**src/hw/rtl/itoa_pkg.sv**
```systemverilog
// ----------------------------------------------------------------------------
// itoa_pkg - shared types and constants for integer_to_ascii_radix
// Field widths, character codes, the job word passed from the front end to
// the back end, and the digit-to-glyph mapping.
// ----------------------------------------------------------------------------
package itoa_pkg;

  // Default field cap (digits plus spaces); legal range 21..63
  localparam int MAX_FIELD_CHARS_DEF = 49;

  // Field widths
  localparam int VALUE_W     = 64;
  localparam int BASE_W      = 6;
  localparam int PAD_W       = 6;
  localparam int CHAR_W      = 7;
  // Digit / space counters: the cap never exceeds 63, so six bits hold it
  localparam int CNT_W       = 6;
  // One quotient bit per cycle in the divider
  localparam int DIV_CNT_W   = $clog2(VALUE_W);

  // Stream word widths (whole bytes)
  localparam int IN_FIELDS_W  = VALUE_W + BASE_W + PAD_W;
  localparam int IN_TDATA_W   = ((IN_FIELDS_W + 7) / 8) * 8;
  localparam int OUT_TDATA_W  = ((CHAR_W + 7) / 8) * 8;

  // Base saturation limits
  localparam logic [BASE_W-1:0] BASE_MIN = BASE_W'(2);
  localparam logic [BASE_W-1:0] BASE_MAX = BASE_W'(36);

  // ASCII codes
  localparam logic [CHAR_W-1:0] CHAR_MINUS = 7'h2D;
  localparam logic [CHAR_W-1:0] CHAR_SPACE = 7'h20;
  localparam logic [CHAR_W-1:0] CHAR_ZERO  = 7'h30;
  localparam logic [CHAR_W-1:0] CHAR_NINE  = 7'h39;
  localparam logic [CHAR_W-1:0] CHAR_A     = 7'h41;
  localparam logic [CHAR_W-1:0] CHAR_Z     = 7'h5A;

  // Classified number, front end to back end
  typedef struct packed {
    logic [VALUE_W-1:0] mag;   // magnitude to convert
    logic               neg;   // print a leading minus
    logic [BASE_W-1:0]  base;  // saturated radix, 2..36
    logic [CNT_W-1:0]   pad;   // pad width clamped to the field cap
  } job_t;

  // Queue head as seen by the back end
  typedef struct packed {
    logic valid;
    job_t job;
  } q_head_t;

  // Digit value to ASCII: 0-9 then A-Z
  function automatic logic [CHAR_W-1:0] glyph(input logic [BASE_W-1:0] d);
    logic [CHAR_W-1:0] dx;
    dx = {1'b0, d};
    if (d < BASE_W'(10)) begin
      glyph = CHAR_ZERO + dx;
    end else if (d < BASE_MAX) begin
      glyph = CHAR_A + (dx - CHAR_W'(10));
    end else begin
      glyph = CHAR_ZERO;
    end
  endfunction

endpackage

```
**src/hw/rtl/itoa_ram.sv**
```systemverilog
// ----------------------------------------------------------------------------
// itoa_ram - generic single-port-write, single-port-read RAM
// One write and one registered read per cycle; read data holds when idle.
// ----------------------------------------------------------------------------
module itoa_ram #(
  parameter int WIDTH = 6,
  parameter int DEPTH = 49
) (
  input  logic                     clk,
  input  logic                     we,
  input  logic [$clog2(DEPTH)-1:0] waddr,
  input  logic [WIDTH-1:0]         wdata,
  input  logic                     re,
  input  logic [$clog2(DEPTH)-1:0] raddr,
  output logic [WIDTH-1:0]         rdata
);

  logic [WIDTH-1:0] mem_r [DEPTH];

  // write port
  always_ff @(posedge clk) begin
    if (we) begin
      mem_r[waddr] <= wdata;
    end
  end

  // registered read port
  always_ff @(posedge clk) begin
    if (re) begin
      rdata <= mem_r[raddr];
    end
  end

endmodule

```
**src/hw/rtl/itoa_front.sv**
```systemverilog
// ----------------------------------------------------------------------------
// itoa_front - input word classifier
// Unpacks the input word, finds the sign, takes the magnitude, saturates
// the base and clamps the pad width to the field cap.
// ----------------------------------------------------------------------------
module itoa_front #(
  parameter int MAX_FIELD_CHARS = itoa_pkg::MAX_FIELD_CHARS_DEF
) (
  input  logic [itoa_pkg::VALUE_W-1:0] value,
  input  logic                         treat_signed,
  input  logic [itoa_pkg::BASE_W-1:0]  base,
  input  logic [itoa_pkg::PAD_W-1:0]   pad_width,
  output itoa_pkg::job_t               job
);
  import itoa_pkg::*;

  localparam logic [CNT_W-1:0] CAP = CNT_W'(MAX_FIELD_CHARS);

  logic neg;

  // sign and magnitude; the most negative value negates to its own pattern,
  // which read unsigned is the true magnitude
  assign neg = treat_signed & value[VALUE_W-1];

  always_comb begin
    job.neg = neg;
    job.mag = neg ? (VALUE_W'(0) - value) : value;
    // base saturation
    if (base < BASE_MIN) begin
      job.base = BASE_MIN;
    end else if (base > BASE_MAX) begin
      job.base = BASE_MAX;
    end else begin
      job.base = base;
    end
    // pad clamp to field cap
    if (CNT_W'(pad_width) > CAP) begin
      job.pad = CAP;
    end else begin
      job.pad = CNT_W'(pad_width);
    end
  end

endmodule

```
**src/hw/rtl/itoa_queue.sv**
```systemverilog
// ----------------------------------------------------------------------------
// itoa_queue - two-entry job queue
// Decouples the input handshake from the converter so a new word can be
// taken while a number is still being divided or printed.
// ----------------------------------------------------------------------------
module itoa_queue (
  input  logic              clk,
  input  logic              rst_n,
  input  logic              push,
  input  itoa_pkg::job_t    push_job,
  output logic              full,
  input  logic              pop,
  output itoa_pkg::q_head_t head
);
  import itoa_pkg::*;

  job_t       mem_r [2];
  logic       wr_ptr_r, wr_ptr_nxt;
  logic       rd_ptr_r, rd_ptr_nxt;
  logic [1:0] cnt_r, cnt_nxt;

  assign full       = (cnt_r == 2'd2);
  assign head.valid = (cnt_r != 2'd0);
  assign head.job   = mem_r[rd_ptr_r];

  // pointer and fill count update
  always_comb begin
    wr_ptr_nxt = wr_ptr_r ^ push;
    rd_ptr_nxt = rd_ptr_r ^ pop;
    cnt_nxt    = cnt_r + {1'b0, push} - {1'b0, pop};
  end

  always_ff @(posedge clk) begin
    if (!rst_n) begin
      wr_ptr_r <= 1'b0;
      rd_ptr_r <= 1'b0;
      cnt_r    <= 2'd0;
    end else begin
      wr_ptr_r <= wr_ptr_nxt;
      rd_ptr_r <= rd_ptr_nxt;
      cnt_r    <= cnt_nxt;
    end
  end

  // payload storage
  always_ff @(posedge clk) begin
    if (push) begin
      mem_r[wr_ptr_r] <= push_job;
    end
  end

endmodule

```
**src/hw/rtl/itoa_back.sv**
```systemverilog
// ----------------------------------------------------------------------------
// itoa_back - digit generator and character sequencer
// Restoring divider (one quotient bit a cycle) produces digits least
// significant first into the digit store, then the sign, spaces and digits
// are sent out through a single output register.
// ----------------------------------------------------------------------------
module itoa_back #(
  parameter int MAX_FIELD_CHARS = itoa_pkg::MAX_FIELD_CHARS_DEF
) (
  input  logic                        clk,
  input  logic                        rst_n,
  input  itoa_pkg::q_head_t           head,
  output logic                        pop,
  output logic                        out_valid,
  input  logic                        out_ready,
  output logic [itoa_pkg::CHAR_W-1:0] out_char,
  output logic                        out_last
);
  import itoa_pkg::*;

  localparam int               AW       = $clog2(MAX_FIELD_CHARS);
  localparam logic [CNT_W-1:0] CAP      = CNT_W'(MAX_FIELD_CHARS);
  localparam logic [DIV_CNT_W-1:0] BIT_LAST = DIV_CNT_W'(VALUE_W - 1);

  typedef enum logic [5:0] {
    S_IDLE  = 6'b000001,
    S_DIV   = 6'b000010,
    S_SIGN  = 6'b000100,
    S_PAD   = 6'b001000,
    S_RD    = 6'b010000,
    S_DIGIT = 6'b100000
  } back_state_t;

  back_state_t          state_r, state_nxt;
  logic [VALUE_W-1:0]   quo_r, quo_nxt;
  logic [BASE_W-1:0]    rem_r, rem_nxt;
  logic [BASE_W-1:0]    base_r, base_nxt;
  logic [CNT_W-1:0]     pad_r, pad_nxt;
  logic                 neg_r, neg_nxt;
  logic [DIV_CNT_W-1:0] bit_r, bit_nxt;
  logic [CNT_W-1:0]     nd_r, nd_nxt;
  logic [CNT_W-1:0]     sp_r, sp_nxt;
  logic [CNT_W-1:0]     idx_r, idx_nxt;
  logic                 out_valid_r, out_valid_nxt;
  logic [CHAR_W-1:0]    out_char_r, out_char_nxt;
  logic                 out_last_r, out_last_nxt;

  logic [BASE_W:0]      trial, diff;
  logic                 ge;
  logic [BASE_W-1:0]    rem_step;
  logic [VALUE_W-1:0]   quo_step;
  logic [CNT_W-1:0]     nd_inc, idx_m1;
  logic                 out_free;
  logic                 ram_we, ram_re;
  logic [BASE_W-1:0]    ram_rdata;

  // one restoring-division step
  assign trial    = {rem_r, quo_r[VALUE_W-1]};
  assign diff     = trial - {1'b0, base_r};
  assign ge       = (trial >= {1'b0, base_r});
  assign rem_step = ge ? diff[BASE_W-1:0] : trial[BASE_W-1:0];
  assign quo_step = {quo_r[VALUE_W-2:0], ge};
  assign nd_inc   = nd_r + CNT_W'(1);
  assign idx_m1   = idx_r - CNT_W'(1);

  // output register can take a new character
  assign out_free = !out_valid_r || out_ready;

  // digit store
  itoa_ram #(
    .WIDTH (BASE_W),
    .DEPTH (MAX_FIELD_CHARS)
  ) u_digits (
    .clk   (clk),
    .we    (ram_we),
    .waddr (nd_r[AW-1:0]),
    .wdata (rem_step),
    .re    (ram_re),
    .raddr (idx_m1[AW-1:0]),
    .rdata (ram_rdata)
  );

  // sequencer
  always_comb begin
    state_nxt     = state_r;
    quo_nxt       = quo_r;
    rem_nxt       = rem_r;
    base_nxt      = base_r;
    pad_nxt       = pad_r;
    neg_nxt       = neg_r;
    bit_nxt       = bit_r;
    nd_nxt        = nd_r;
    sp_nxt        = sp_r;
    idx_nxt       = idx_r;
    out_char_nxt  = out_char_r;
    out_last_nxt  = out_last_r;
    out_valid_nxt = out_valid_r && !out_ready;
    pop           = 1'b0;
    ram_we        = 1'b0;
    ram_re        = 1'b0;

    case (state_r)
      S_IDLE: begin
        if (head.valid) begin
          pop       = 1'b1;
          quo_nxt   = head.job.mag;
          base_nxt  = head.job.base;
          pad_nxt   = head.job.pad;
          neg_nxt   = head.job.neg;
          rem_nxt   = '0;
          bit_nxt   = '0;
          nd_nxt    = '0;
          state_nxt = S_DIV;
        end
      end
      S_DIV: begin
        rem_nxt = rem_step;
        quo_nxt = quo_step;
        bit_nxt = bit_r + DIV_CNT_W'(1);
        if (bit_r == BIT_LAST) begin
          // digit done: store remainder; stop if quotient zero or store full
          ram_we  = 1'b1;
          nd_nxt  = nd_inc;
          rem_nxt = '0;
          bit_nxt = '0;
          if ((quo_step == '0) || (nd_inc == CAP)) begin
            idx_nxt = nd_inc;
            sp_nxt  = (pad_r > nd_inc) ? (pad_r - nd_inc) : '0;
            if (neg_r) begin
              state_nxt = S_SIGN;
            end else if (pad_r > nd_inc) begin
              state_nxt = S_PAD;
            end else begin
              state_nxt = S_RD;
            end
          end
        end
      end
      S_SIGN: begin
        if (out_free) begin
          out_valid_nxt = 1'b1;
          out_char_nxt  = CHAR_MINUS;
          out_last_nxt  = 1'b0;
          state_nxt     = (sp_r != '0) ? S_PAD : S_RD;
        end
      end
      S_PAD: begin
        if (out_free) begin
          out_valid_nxt = 1'b1;
          out_char_nxt  = CHAR_SPACE;
          out_last_nxt  = 1'b0;
          sp_nxt        = sp_r - CNT_W'(1);
          if (sp_r == CNT_W'(1)) begin
            state_nxt = S_RD;
          end
        end
      end
      S_RD: begin
        // fetch the next digit, most significant first
        ram_re    = 1'b1;
        state_nxt = S_DIGIT;
      end
      S_DIGIT: begin
        if (out_free) begin
          out_valid_nxt = 1'b1;
          out_char_nxt  = glyph(ram_rdata);
          out_last_nxt  = (idx_r == CNT_W'(1));
          idx_nxt       = idx_m1;
          state_nxt     = (idx_r == CNT_W'(1)) ? S_IDLE : S_RD;
        end
      end
      default: begin
        state_nxt = S_IDLE;
      end
    endcase
  end

  // control state
  always_ff @(posedge clk) begin
    if (!rst_n) begin
      state_r     <= S_IDLE;
      out_valid_r <= 1'b0;
      nd_r        <= '0;
      quo_r       <= '0;
    end else begin
      state_r     <= state_nxt;
      out_valid_r <= out_valid_nxt;
      nd_r        <= nd_nxt;
      quo_r       <= quo_nxt;
    end
  end

  // datapath
  always_ff @(posedge clk) begin
    rem_r      <= rem_nxt;
    base_r     <= base_nxt;
    pad_r      <= pad_nxt;
    neg_r      <= neg_nxt;
    bit_r      <= bit_nxt;
    sp_r       <= sp_nxt;
    idx_r      <= idx_nxt;
    out_char_r <= out_char_nxt;
    out_last_r <= out_last_nxt;
  end

  assign out_valid = out_valid_r;
  assign out_char  = out_char_r;
  assign out_last  = out_last_r;

endmodule

```
**src/hw/rtl/integer_to_ascii_radix.sv**
```systemverilog
// ----------------------------------------------------------------------------
// integer_to_ascii_radix - 64-bit integer to ASCII text in radix 2..36
// Prints one number as a run of characters: optional minus, left padding
// spaces, then digits most significant first; the final one has tlast.
// ----------------------------------------------------------------------------
// Usage:
//   Input stream: one word per number (value, base, pad width in tdata,
//   signed flag in tuser). Output stream: one word per character, ASCII in
//   tdata[6:0], tlast on the final character of the number.
//   Digits are produced by a restoring divider, one quotient bit a cycle;
//   the last step of each digit stores it. A number is popped from the
//   queue, divided, then sent as sign and spaces, each one step, and as
//   digits, each a read step then an output step, with the output waiting
//   whenever the receiver stalls. The divider loop sets the rate.
//   A two-entry queue sits in front of the converter, so up to two numbers
//   are taken while one is being converted. The output register holds its
//   character while out_tready is low; the sequencer waits, and the divider
//   of the next number proceeds once its digits are no longer needed.
//   Reset clears the queue, the sequencer and the output valid; the digit
//   store needs no clearing.
// ----------------------------------------------------------------------------
module integer_to_ascii_radix #(
  parameter int MAX_FIELD_CHARS = itoa_pkg::MAX_FIELD_CHARS_DEF
) (
  input  logic                             clk,
  input  logic                             rst_n,
  // input stream
  input  logic                             in_tvalid,
  output logic                             in_tready,
  input  logic [itoa_pkg::IN_TDATA_W-1:0]  in_tdata,  // value[63:0], base[69:64],
                                                     // pad_width[75:70], zero fill
  input  logic                             in_tuser,  // treat_signed
  // result stream
  output logic                             out_tvalid,
  input  logic                             out_tready,
  output logic [itoa_pkg::OUT_TDATA_W-1:0] out_tdata, // character[6:0], zero fill
  output logic                             out_tlast  // last
);
  import itoa_pkg::*;

  job_t    front_job;
  q_head_t q_head;
  logic    q_full;
  logic    q_push;
  logic    q_pop;
  logic [CHAR_W-1:0] out_char;

  assign in_tready = !q_full;
  assign q_push    = in_tvalid && !q_full;

  // classify incoming word
  itoa_front #(
    .MAX_FIELD_CHARS (MAX_FIELD_CHARS)
  ) u_front (
    .value        (in_tdata[VALUE_W-1:0]),
    .treat_signed (in_tuser),
    .base         (in_tdata[VALUE_W +: BASE_W]),
    .pad_width    (in_tdata[VALUE_W+BASE_W +: PAD_W]),
    .job          (front_job)
  );

  // job queue
  itoa_queue u_queue (
    .clk      (clk),
    .rst_n    (rst_n),
    .push     (q_push),
    .push_job (front_job),
    .full     (q_full),
    .pop      (q_pop),
    .head     (q_head)
  );

  // conversion and output
  itoa_back #(
    .MAX_FIELD_CHARS (MAX_FIELD_CHARS)
  ) u_back (
    .clk       (clk),
    .rst_n     (rst_n),
    .head      (q_head),
    .pop       (q_pop),
    .out_valid (out_tvalid),
    .out_ready (out_tready),
    .out_char  (out_char),
    .out_last  (out_tlast)
  );

  assign out_tdata = {{(OUT_TDATA_W-CHAR_W){1'b0}}, out_char};

  // ---------------------------------------------------------------------------
  // assertions
  // ---------------------------------------------------------------------------

  // converter only takes a job the queue actually holds
  a_pop_has_data: assert property (@(posedge clk) disable iff (!rst_n)
    q_pop |-> q_head.valid)
    else $error("job taken from an empty queue");

  // every character is a minus, a space, a decimal digit or a letter
  a_char_legal: assert property (@(posedge clk) disable iff (!rst_n)
    out_tvalid |-> ((out_char == CHAR_MINUS) || (out_char == CHAR_SPACE) ||
                    ((out_char >= CHAR_ZERO) && (out_char <= CHAR_NINE)) ||
                    ((out_char >= CHAR_A) && (out_char <= CHAR_Z))))
    else $error("illegal character on output");

  // sign and padding are never the final character
  a_last_is_digit: assert property (@(posedge clk) disable iff (!rst_n)
    (out_tvalid && out_tlast) |-> ((out_char != CHAR_MINUS) &&
                                   (out_char != CHAR_SPACE)))
    else $error("number ended on a sign or space");

  // output idle right after reset
  a_reset_idle: assert property (@(posedge clk)
    !rst_n |=> !out_tvalid)
    else $error("output valid after reset");

endmodule

```
**config.mk**
```make
export PLATFORM = sky130hd
export DESIGN_NAME = integer_to_ascii_radix
export DESIGN_NICKNAME = d
export VERILOG_FILES = /design/src/hw/rtl/itoa_pkg.sv /design/src/hw/rtl/itoa_ram.sv /design/src/hw/rtl/itoa_front.sv /design/src/hw/rtl/itoa_queue.sv /design/src/hw/rtl/itoa_back.sv /design/src/hw/rtl/integer_to_ascii_radix.sv
export SDC_FILE = /design/constraint.sdc
export NUM_CORES = 1
export LEC_CHECK = 0
export BUFFER_PORTS_ARGS = -buffer_cell sky130_fd_sc_hd__buf_2
export CORE_UTILIZATION = 69
export CTS_BUF_LIST = sky130_fd_sc_hd__clkbuf_2 sky130_fd_sc_hd__clkbuf_4 sky130_fd_sc_hd__clkbuf_8
export DETAILED_ROUTE_END_ITERATION = 16
export PLACE_DENSITY = 0.88
export SYNTH_ARGS = -nofsm -noshare
export SYNTH_HDL_FRONTEND = slang
export SYNTH_SLANG_ARGS = --single-unit
```
**constraint.sdc**
```tcl
create_clock -name clk -period 7.5 [get_ports clk]
set_input_delay 1.5 -clock clk [delete_from_list [all_inputs] [get_ports clk]]
set_output_delay 1.5 -clock clk [all_outputs]
set_load 0.02 [all_outputs]
```
Yosys cells after proc, flatten, opt, wreduce, memory -nomap -nowiden
Memory sizes are Yosys's and may differ from the RTL's. A register that Yosys moved wholly into a read port is not among the register bits.
Index checks and enable logic that the tools add are counted.

word-level totals
  word-level logic and storage cells = 140
  output and inout port bits = 11
  bits in registers = 126
  bits in writable memories = 448
  memories kept = 2

memory list
  name                   words  bits a word  rd ports  clocked after memory_dff  write ports  RTL line          text
  u_back.u_digits.mem_r  49     6            1         1                         1            itoa_ram.sv:18    logic [WIDTH-1:0] mem_r [DEPTH];
  u_queue.mem_r          2      77           1         1                         1            itoa_queue.sv:17  job_t mem_r [2];

operators by class
  equality and inequality tests = 19
  magnitude comparators = 7
  bitwise logic cells = 3
  muxes and demuxes = 56
  add/sub/neg operators = 12
  reductions and logical operators = 25

operators by type and width
  operator               number
  $mux 6                 23
  $mux 64                2
  $pmux 64 s2            1
  $logic_not 64->1       1
  $sub 1x64->64 const A  1
  $pmux 6 s2             5
  $pmux 6 s6             1
  $mux 7                 5
  $pmux 7 s3             1
  $eq 6x1->1 const B     3
  $eq 6x6->1 const B     3
  $mux 5                 3
  $mux 1                 14
  $ne 2x1->1 const B     7
  $add 6x1->6 const B    2
  $gt 6x6->1 const B     2
  $reduce_and 4->1       3
  $sub 6x1->6 const B    2
  $sub 6x6->6            2
  $reduce_bool 2->1      5
  $add 6x6->7 const A    1
  $add 7x7->7 const A    1
  $ge 7x6->1             1
  $reduce_and 7->1       1
  25 further kinds       32

Depth between registers and ports, before layout
Gate-level depths: netlist (run 1).

  depth in word-level cells = 7
  gate-level depth with buffers = 12

Modules after synthesis
Synthesis (run 1) repeated with hierarchy kept, for this count alone.

second synthesis, totals
  cell total of the unflattened synthesis = 1806
  area total of the unflattened synthesis = 26106.3 um^2

modules (own cells, without submodules)
  module                  area each (um^2)  sequential area each (um^2)  instances  cells an instance
  itoa_ram                11846.4           9008.6                       1          558
  itoa_back               6682.7            2892.8                       1          733
  itoa_queue              5916.9            4724.5                       1          261
  itoa_front              1639.1            0.0                          1          250
  integer_to_ascii_radix  21.3              0.0                          1          4

Least setup slack after synthesis (run 1)
No wires, ideal clock.

  path kind = register to register
  start = reg u_back.rem_r[3]
  end = mem u_back.u_digits.mem_r[0][5], data pin
  setup slack = 3255 ps
  data arrival time = 3675 ps
  cell stages (with the launch flop) = 8
  required time = 6930 ps
  buffers on the path = 1
  clock period less this slack = 4245 ps
  cell sequence = edfxtp_1 ha_1 a21o_1 a211o_1 a41oi_1 clkbuf_1 nor4b_1 nor3_1

between the ends
  word-level cells in the longest chain between the ends = 2
  elaborated cells between the ends (all ways) = 3
  classes of those cells = 1 x add/sub; 1 x order compare; 1 x mux

RTL lines
  item                                       RTL line                          text
  start, declared                            itoa_back.sv:36                   logic [BASE_W-1:0] rem_r, rem_nxt;
  start signal, assigned                     itoa_back.sv:195                  rem_r <= rem_nxt;
  $sub 6x6->6 or $ge 7x6->1 (tied branches)  itoa_back.sv:59, itoa_back.sv:60
  $mux 6 *                                   itoa_back.sv:61                   assign rem_step = ge ? diff[BASE_W-1:0] : trial[BASE_W-1:0];
  via u_back.rem_step[5]                     itoa_back.sv:50                   logic [BASE_W-1:0] rem_step;
  end, declared                              itoa_ram.sv:18

The timed path passes the listed nets; every way through them passes the cells marked *.

==> results of run 1 <==
path summary, 6_finish.rpt:
| kind | startpoint | end | slack, ps |
|---|---|---|---|
| max reg2reg | u_back.state_r[1] | u_back.u_digits.mem_r[48][5] | 3850 |
| min reg2reg | u_back.quo_r[43] | u_back.quo_r[44] | 470 |
| min | u_back.quo_r[43] | u_back.quo_r[44] | 470 |
| max | in_tdata[8] | u_queue.mem_r[1][69] | 3780 |
metrics by stage:
stage	setup WS [ps]	instances
final	3780	2448
after global routing	3620	2448
after CTS	3820	2448
after detailed placement	3110	2283
after global placement	3220	2283
after floorplan	3250	1805
critical path, stage by stage:
cell and delay (ps):
sky130_fd_sc_hd__buf_2 120, sky130_fd_sc_hd__nor4_1 570, sky130_fd_sc_hd__nand4_1 440, sky130_fd_sc_hd__o41ai_2 710, sky130_fd_sc_hd__nand2_1 290, sky130_fd_sc_hd__nor3_1 350, sky130_fd_sc_hd__xnor2_1 130
sequential cells by signal, indices dropped and copies added, names as in the netlist, named ones only:
signal	count
u_back.base_r	6
u_back.bit_r	6
u_back.idx_r	6
u_back.nd_r	6
u_back.neg_r	1
u_back.out_char	7
u_back.out_last	1
u_back.out_valid	1
u_back.pad_r	6
u_back.quo_r	64
u_back.rem_r	6
u_back.sp_r	6
u_back.state_r	6
u_back.u_digits.mem_r	294
u_back.u_digits.rdata	6
u_queue.cnt_r	2
u_queue.mem_r	154
u_queue.rd_ptr_r	1
u_queue.wr_ptr_r	1
area by class of cell:
type                            count  area (um^2)  area share, %
Sequential cell                   581        16600           59.0
Multi-Input combinational cell   1085         8450           30.0
Clock buffer                      121         1500           5.31
Timing Repair Buffer              109          593           2.11
Tap cell                          468          586           2.08
Clock inverter                     44          262          0.928
Inverter                           40          150          0.533
per-layer routing:
layer  GRT usage (%)  routed length (um)  up-vias
met5               0                   0        -
met4            15.5                2540        0
met3            4.49                3500      169
met2            49.1               27100      721
met1            34.5               20000     7613
li1                -                   -     7094
kinds of logic (layout without fill, tap and decap cells):
logic type	count (synthesis)	after routing	synth area share, %
XOR/XNOR	87	87	2.98
flip-flops	581	581	65.1
multiplexers	167	167	10.7
AND/OR/NAND/NOR	520	520	9.87
adder cells (fa/ha/maj)	32	32	1.62
other	1	1	0.0147
buffers and inverters	139	314	2.13
AO/OA/AOI/OAI	278	278	7.55
synth_stat cells (4+ instances only):
| cell type | n | share of area (%) |
|---|---|---|
| sky130_fd_sc_hd__a21boi_0 | 68 | 2.0 |
| sky130_fd_sc_hd__a21oi_1 | 45 | 0.88 |
| sky130_fd_sc_hd__a22oi_1 | 7 | 0.21 |
| sky130_fd_sc_hd__a31oi_1 | 7 | 0.17 |
| sky130_fd_sc_hd__and2_1 | 14 | 0.34 |
| sky130_fd_sc_hd__and3_1 | 9 | 0.22 |
| sky130_fd_sc_hd__buf_1 | 12 | 0.18 |
| sky130_fd_sc_hd__buf_2 | 11 | 0.22 |
| sky130_fd_sc_hd__clkbuf_1 | 74 | 1.1 |
| sky130_fd_sc_hd__dfxtp_1 | 82 | 6.4 |
| sky130_fd_sc_hd__edfxtp_1 | 499 | 59 |
| sky130_fd_sc_hd__ha_1 | 29 | 1.4 |
| sky130_fd_sc_hd__inv_1 | 40 | 0.59 |
| sky130_fd_sc_hd__mux2_2 | 15 | 0.66 |
| sky130_fd_sc_hd__mux2i_1 | 68 | 2.7 |
| sky130_fd_sc_hd__mux4_2 | 84 | 7.4 |
| sky130_fd_sc_hd__nand2_1 | 207 | 3.0 |
| sky130_fd_sc_hd__nand2b_1 | 9 | 0.22 |
| sky130_fd_sc_hd__nand3_1 | 34 | 0.67 |
| sky130_fd_sc_hd__nand3b_1 | 5 | 0.15 |
| sky130_fd_sc_hd__nand4_1 | 7 | 0.17 |
| sky130_fd_sc_hd__nor2_1 | 113 | 1.7 |
| sky130_fd_sc_hd__nor2b_1 | 21 | 0.51 |
| sky130_fd_sc_hd__nor3_1 | 27 | 0.53 |
| sky130_fd_sc_hd__nor3b_1 | 6 | 0.18 |
| sky130_fd_sc_hd__nor4_1 | 25 | 0.61 |
| sky130_fd_sc_hd__o2111ai_1 | 6 | 0.21 |
| sky130_fd_sc_hd__o211ai_1 | 65 | 1.9 |
| sky130_fd_sc_hd__o21a_1 | 4 | 0.12 |
| sky130_fd_sc_hd__o21ai_0 | 36 | 0.71 |
| sky130_fd_sc_hd__o31ai_1 | 8 | 0.24 |
| sky130_fd_sc_hd__o41ai_1 | 4 | 0.14 |
| sky130_fd_sc_hd__or3_1 | 11 | 0.27 |
| sky130_fd_sc_hd__or4_1 | 7 | 0.21 |
| sky130_fd_sc_hd__xnor2_1 | 36 | 1.2 |
| sky130_fd_sc_hd__xor2_1 | 51 | 1.7 |
where the power goes:
group / internal [mW] / leakage, nW / total, mW / switching (mW)
Combinational: 0.705 / 3.26 / 2.31 / 1.61
Clock: 1.37 / 0.926 / 2.57 / 1.20
Sequential: 4.67 / 5.24 / 4.92 / 0.251
Total: 6.75 / 9.43 / 9.81 / 3.06
layout by cell type, fill, tap and decap left out, types with 8 or more instances in the layout:
| cell | synthesis | layout |
|---|---|---|
| sky130_fd_sc_hd__edfxtp_1 | 499 | 499 |
| sky130_fd_sc_hd__nand2_1 | 207 | 207 |
| sky130_fd_sc_hd__nor2_1 | 113 | 113 |
| sky130_fd_sc_hd__clkbuf_8 | 0 | 94 |
| sky130_fd_sc_hd__buf_2 | 11 | 90 |
| sky130_fd_sc_hd__mux4_2 | 84 | 84 |
| sky130_fd_sc_hd__dfxtp_1 | 82 | 81 |
| sky130_fd_sc_hd__a21boi_0 | 68 | 68 |
| sky130_fd_sc_hd__mux2i_1 | 68 | 67 |
| sky130_fd_sc_hd__o211ai_1 | 65 | 65 |
| sky130_fd_sc_hd__xor2_1 | 51 | 50 |
| sky130_fd_sc_hd__a21oi_1 | 45 | 45 |
| sky130_fd_sc_hd__inv_1 | 40 | 40 |
| sky130_fd_sc_hd__xnor2_1 | 36 | 36 |
| sky130_fd_sc_hd__o21ai_0 | 36 | 35 |
| sky130_fd_sc_hd__nand3_1 | 34 | 33 |
| sky130_fd_sc_hd__clkbuf_4 | 0 | 27 |
| sky130_fd_sc_hd__nor3_1 | 27 | 26 |
| sky130_fd_sc_hd__ha_1 | 29 | 26 |
| sky130_fd_sc_hd__nor4_1 | 25 | 25 |
| sky130_fd_sc_hd__clkinv_1 | 0 | 23 |
| sky130_fd_sc_hd__nor2b_1 | 21 | 21 |
| sky130_fd_sc_hd__buf_4 | 2 | 19 |
| sky130_fd_sc_hd__mux2_2 | 15 | 15 |
| sky130_fd_sc_hd__and2_1 | 14 | 14 |
| sky130_fd_sc_hd__clkinv_2 | 0 | 13 |
| sky130_fd_sc_hd__or3_1 | 11 | 11 |
| sky130_fd_sc_hd__nand2b_1 | 9 | 9 |
| sky130_fd_sc_hd__and3_1 | 9 | 8 |
==> run_summary.xml, run 1 <==
<?xml version="1.0" encoding="UTF-8"?>
<metrics>
  <group name="power">
    <metric name="irDropWorstVdd" unit="mV">0.480</metric>
    <metric name="power.static_leakage" unit="nW">9.43</metric>
    <metric name="power.density" unit="nW/um^2">348</metric>
    <metric name="fin_total_pwr" unit="mW">9.81</metric>
  </group>
  <group name="timing">
    <metric name="max_freq" unit="MHz">269</metric>
    <metric name="rsz0062_at_grt" unit="">false</metric>
    <metric name="max_slew_margin" unit="%">32.8</metric>
    <metric name="final_period_minus_worst_setup_slack" unit="ps">3720</metric>
    <metric name="final.hold.worst_slack" unit="ps">470</metric>
    <metric name="timing.clock.skew" unit="ps">41.7</metric>
    <metric name="tightestPinTransition" unit="ps">1010</metric>
    <metric name="drv_slew" unit="">0</metric>
    <metric name="setup-violations-final" unit="">0</metric>
    <metric name="tns" unit="ps">0</metric>
    <metric name="min_period_over_period" unit="%">49.6</metric>
    <metric name="final_hold_viol_count" unit="">0</metric>
  </group>
  <group name="clock_network">
    <metric name="htreeDepth" unit="">3</metric>
    <metric name="ctsLongestPathBuffers" unit="">3</metric>
    <metric name="cts-root-buf" unit="">sky130_fd_sc_hd__clkbuf_8</metric>
    <metric name="postCtsResizedCells" unit="">0</metric>
    <metric name="post-cts-setup-buffer-count" unit="">0</metric>
    <metric name="worstSkewPairLatency" unit="ps">670</metric>
    <metric name="cts.clk_slew.worst_paths" unit="ps">70</metric>
    <metric name="tritoncts" unit="">yes</metric>
    <metric name="cts_made_buffers" unit="">89</metric>
    <metric name="hold_buffer_count_at_cts" unit="">0</metric>
    <metric name="clock-sinks" unit="">581</metric>
  </group>
  <group name="setup_path">
    <metric name="count_of_cells_along_the_worst_register_to_register_path" unit="">7</metric>
    <metric name="cp_data_arrival_time" unit="ps">4100</metric>
    <metric name="cp_data_required_time" unit="ps">7880</metric>
    <metric name="worstSetupStartpointType" unit="">input pin</metric>
    <metric name="worstPathMaxFanout" unit="">7</metric>
    <metric name="critPathCaptureType" unit="">register</metric>
    <metric name="timing_worst_setup_path_type" unit="">input pin to register</metric>
  </group>
  <group name="layout">
    <metric name="nNetsFinal" unit="">2022</metric>
    <metric name="drive_above_1_share" unit="%">19.2</metric>
    <metric name="num-fill-cells" unit="">2021</metric>
    <metric name="area.growth.synth_to_final" unit="%">10.3</metric>
    <metric name="design_area" unit="um^2">28200</metric>
    <metric name="post-route-util" unit="%">77.1</metric>
    <metric name="antenna_cells" unit="">0</metric>
  </group>
  <group name="place">
    <metric name="port-buffer-count" unit="">90</metric>
    <metric name="gpl.final_weighted_congestion" unit="">0.855</metric>
    <metric name="postPlaceCellArea" unit="um^2">26400</metric>
    <metric name="dp_hpwl" unit="um">33500</metric>
  </group>
  <group name="yosys">
    <metric name="synth-seq-cells" unit="">581</metric>
    <metric name="netlist_instances" unit="">1805</metric>
    <metric name="synthDistinctLibCells" unit="">73</metric>
    <metric name="syn-cell-area" unit="um^2">25500</metric>
    <metric name="synth_enable_flop_cells" unit="">499</metric>
    <metric name="mappedNetlistNets" unit="">1921</metric>
    <metric name="ys_warn_count" unit="">0</metric>
    <metric name="synthArstFlopShare" unit="%">0</metric>
    <metric name="prevailing_post_synth_register_cell" unit="">sky130_fd_sc_hd__edfxtp_1</metric>
    <metric name="yosysSeqAreaShare" unit="%">65.1</metric>
    <metric name="synth_area_per_cell" unit="um^2">14.1</metric>
  </group>
  <group name="global_routing">
    <metric name="grt_antenna_before_repair" unit="">0</metric>
    <metric name="grt_max_degree" unit="">85</metric>
    <metric name="grt-ovfl-total" unit="">0</metric>
    <metric name="first_global_vias" unit="">15600</metric>
    <metric name="gr-usage-all-layers" unit="%">28.4</metric>
    <metric name="wire_length_of_the_first_global_routing_pass" unit="um">82500</metric>
  </group>
  <group name="route">
    <metric name="drt_first_iter_violations" unit="">1394</metric>
    <metric name="detail_route.drc_violations" unit="">0</metric>
    <metric name="drt_first_pass_iters" unit="">6</metric>
    <metric name="num_vias" unit="">15600</metric>
    <metric name="vias_per_cell" unit="">6.37</metric>
    <metric name="drt_total_wl" unit="um">53200</metric>
    <metric name="antenna_left" unit="">0</metric>
    <metric name="wl_per_cell" unit="um">21.7</metric>
  </group>
  <group name="floorplanning">
    <metric name="floorplan.die.width" unit="um">194</metric>
    <metric name="core-area" unit="um^2">36500</metric>
    <metric name="num_rows" unit="">70</metric>
    <metric name="die_area" unit="um^2">37800</metric>
    <metric name="io_pins" unit="">96</metric>
    <metric name="initial_core_util" unit="%">69.9</metric>
    <metric name="chipHeight" unit="um">194</metric>
  </group>
  <group name="worst_hold_path">
    <metric name="worst_hold_path_type" unit="">register to register</metric>
    <metric name="whs_path_cells" unit="">2</metric>
  </group>
  <group name="status">
    <metric name="status" unit="">complete, no violations</metric>
  </group>
  <group name="job">
    <metric name="maxCapViolations" unit="">0</metric>
  </group>
</metrics>
Note: power is estimated with default switching activity, not from simulation.
==> inputs of run 2 (changes only) <==
Settings changed: CORE_UTILIZATION 69 to 64, PLACE_DENSITY 0.88 to 0.82.
Clock period 7.5 ns to 3.82 ns, I/O delays scaled along.
==> run 2 against run 1 <==
Net effect: register-to-register slack got worse by 3300 ps; die area grew 7.7%; sequential power up 97%; global-route usage shrank 1.9 points; flip-flop and latch count is the same; sequential share of layout area decreased by 0.49 points; highest routed layer unchanged; via count down 0.34%.
==> run_summary.xml, run 2 (synthesized netlist as in run 1, its figures left out) <==
<?xml version="1.0" encoding="UTF-8"?>
<metrics>
  <group name="layout">
    <metric name="layout_commonest_cell" unit="">sky130_fd_sc_hd__edfxtp_1</metric>
    <metric name="final_cell_count_no_fill" unit="">2510</metric>
    <metric name="post-route-util" unit="%">72.8</metric>
    <metric name="drive_above_1_share" unit="%">19.7</metric>
    <metric name="biggestRegsByFlops" unit="">u_back.u_digits.mem_r: 294 flops, u_queue.mem_r: 154 flops, u_back.quo_r: 64 flops</metric>
    <metric name="multi_input_comb_area" unit="um^2">8450</metric>
    <metric name="design_area" unit="um^2">28400</metric>
    <metric name="largest_register_ffs" unit="">294</metric>
    <metric name="top_register" unit="">u_back.u_digits.mem_r</metric>
    <metric name="area.growth.synth_to_final" unit="%">11.2</metric>
    <metric name="nNetsFinal" unit="">2034</metric>
    <metric name="most-common-layout-cells" unit="">499 x sky130_fd_sc_hd__edfxtp_1, 207 x sky130_fd_sc_hd__nand2_1, 113 x sky130_fd_sc_hd__nor2_1, 94 x sky130_fd_sc_hd__clkbuf_8, 90 x sky130_fd_sc_hd__buf_2</metric>
    <metric name="register_area" unit="um^2">16600</metric>
    <metric name="antenna_cells" unit="">0</metric>
    <metric name="num-fill-cells" unit="">2398</metric>
  </group>
  <group name="place">
    <metric name="gpl.final_weighted_congestion" unit="">0.868</metric>
    <metric name="postPlaceCellArea" unit="um^2">26600</metric>
    <metric name="port-buffer-count" unit="">90</metric>
    <metric name="dp_hpwl" unit="um">34700</metric>
    <metric name="pre_cts_ws" unit="ps">574</metric>
    <metric name="place_inst" unit="">2345</metric>
  </group>
  <group name="clock_network">
    <metric name="clock-sinks" unit="">581</metric>
    <metric name="htreeDepth" unit="">3</metric>
    <metric name="ctsLongestPathBuffers" unit="">3</metric>
    <metric name="cts_made_buffers" unit="">89</metric>
    <metric name="tritoncts" unit="">yes</metric>
    <metric name="worstSkewPairLatency" unit="ps">670</metric>
    <metric name="cts.clk_slew.worst_paths" unit="ps">60</metric>
    <metric name="postCtsResizedCells" unit="">0</metric>
    <metric name="post-cts-setup-buffer-count" unit="">0</metric>
    <metric name="cts-root-buf" unit="">sky130_fd_sc_hd__clkbuf_8</metric>
    <metric name="hold_buffer_count_at_cts" unit="">0</metric>
  </group>
  <group name="global_routing">
    <metric name="grt_max_degree" unit="">86</metric>
    <metric name="grt-ovfl-total" unit="">0</metric>
    <metric name="grt_antenna_before_repair" unit="">0</metric>
    <metric name="gr-usage-all-layers" unit="%">26.6</metric>
    <metric name="first_global_vias" unit="">15500</metric>
    <metric name="wire_length_of_the_first_global_routing_pass" unit="um">83500</metric>
  </group>
  <group name="floorplanning">
    <metric name="die_area" unit="um^2">40700</metric>
    <metric name="floorplan.die.width" unit="um">202</metric>
    <metric name="initial_core_util" unit="%">65.5</metric>
    <metric name="core-area" unit="um^2">39000</metric>
    <metric name="chipHeight" unit="um">202</metric>
    <metric name="io_pins" unit="">96</metric>
    <metric name="num_rows" unit="">72</metric>
  </group>
  <group name="setup_path">
    <metric name="worstPathMaxFanout" unit="">14</metric>
    <metric name="critPathCaptureType" unit="">register</metric>
    <metric name="worstSetupStartpointType" unit="">register</metric>
    <metric name="cp_data_arrival_time" unit="ps">3780</metric>
    <metric name="cp_data_required_time" unit="ps">4370</metric>
    <metric name="timing_worst_setup_path_type" unit="">register to register</metric>
  </group>
  <group name="timing">
    <metric name="tns" unit="ps">0</metric>
    <metric name="drv_slew" unit="">0</metric>
    <metric name="final_period_minus_worst_setup_slack" unit="ps">3230</metric>
    <metric name="setup-violations-final" unit="">0</metric>
    <metric name="layout_setup_ws" unit="ps">591</metric>
    <metric name="final_hold_viol_count" unit="">0</metric>
    <metric name="timing.clock.skew" unit="ps">25.3</metric>
    <metric name="max_slew_margin" unit="%">23.0</metric>
    <metric name="max_freq" unit="MHz">310</metric>
    <metric name="min_period_over_period" unit="%">84.5</metric>
    <metric name="tightestPinTransition" unit="ps">1150</metric>
    <metric name="rsz0062_at_grt" unit="">false</metric>
  </group>
  <group name="route">
    <metric name="detail_route.drc_violations" unit="">0</metric>
    <metric name="drt_first_iter_violations" unit="">1276</metric>
    <metric name="num_vias" unit="">15500</metric>
    <metric name="drt_first_pass_iters" unit="">6</metric>
    <metric name="antenna_left" unit="">0</metric>
    <metric name="vias_per_cell" unit="">6.19</metric>
    <metric name="wl_per_cell" unit="um">21.0</metric>
    <metric name="drt_total_wl" unit="um">52700</metric>
  </group>
  <group name="power">
    <metric name="intPower" unit="mW">13.3</metric>
    <metric name="power.static_leakage" unit="nW">9.52</metric>
    <metric name="pwr-share-clk" unit="%">26.1</metric>
    <metric name="combPwrFrac" unit="%">23.6</metric>
    <metric name="seq_power_share" unit="%">50.3</metric>
    <metric name="swShare" unit="%">31.1</metric>
    <metric name="power.net_switching" unit="mW">5.99</metric>
    <metric name="irDropWorstVdd" unit="mV">0.672</metric>
    <metric name="power.density" unit="nW/um^2">678</metric>
  </group>
  <group name="status">
    <metric name="status" unit="">complete, no violations</metric>
  </group>
  <group name="job">
    <metric name="maxCapViolations" unit="">0</metric>
  </group>
  <group name="worst_hold_path">
    <metric name="worst_hold_path_type" unit="">input pin to register</metric>
  </group>
</metrics>
[run 2: per-layer routing]
layer	wire length (um)	global-route usage, %	up-vias
li1	-	-	7122
met1	20500	33.2	7707
met2	27500	46.5	614
met3	3230	4.36	101
met4	1480	10.3	0
met5	0	0	-
[run 2: stage by stage]
stage | power (mW) | hold WS (ps)
2_1_floorplan | 12.6 | 456
3_3_place_gp | 14.0 | 469
3_5_place_dp | 14.3 | 476
4_1_cts | 19.3 | 298
5_1_grt | 20.1 | 310
6_report | 19.3 | 320
[run 2: area by class of cell]
cell class                      count  share of cell area, %
Clock buffer                      124                   5.35
Tap cell                          518                   2.28
Inverter                           40                  0.529
Timing Repair Buffer              121                   2.67
Clock inverter                     41                  0.846
Sequential cell                   581                   58.6
Multi-Input combinational cell   1085                   29.8
[run 2: final timing paths]
kind | startpoint | endpoint | slack (ps) | cells past startpoint
max reg2reg | u_back.nd_r[0] | u_back.state_r[4] | 590 | 9
min reg2reg | u_back.quo_r[27] | u_back.quo_r[28] | 490 | 2
min | in_tdata[74] | u_queue.mem_r[0][4] | 320 | 1
max | u_back.nd_r[0] | u_back.state_r[4] | 590 | 9
[run 2: critical path, cell delays in order, from the launching register on]
cell,delay (ps)
sky130_fd_sc_hd__dfxtp_1,580
sky130_fd_sc_hd__ha_1,420
sky130_fd_sc_hd__nand3_1,170
sky130_fd_sc_hd__xor2_1,440
sky130_fd_sc_hd__ha_1,360
sky130_fd_sc_hd__o21a_1,150
sky130_fd_sc_hd__o31ai_1,430
sky130_fd_sc_hd__buf_4,220
sky130_fd_sc_hd__a21oi_1,70
sky130_fd_sc_hd__nor4b_1,290
[run 2: power groups by stage]
stage | combinational, mW | clock, mW | sequential (mW)
floorplan | 3.02 | 0 | 9.62
global placement | 4.23 | 0 | 9.74
detailed placement | 4.54 | 0 | 9.78
CTS | 4.55 | 5.08 | 9.67
global route | 4.99 | 5.37 | 9.76
finish | 4.55 | 5.02 | 9.68
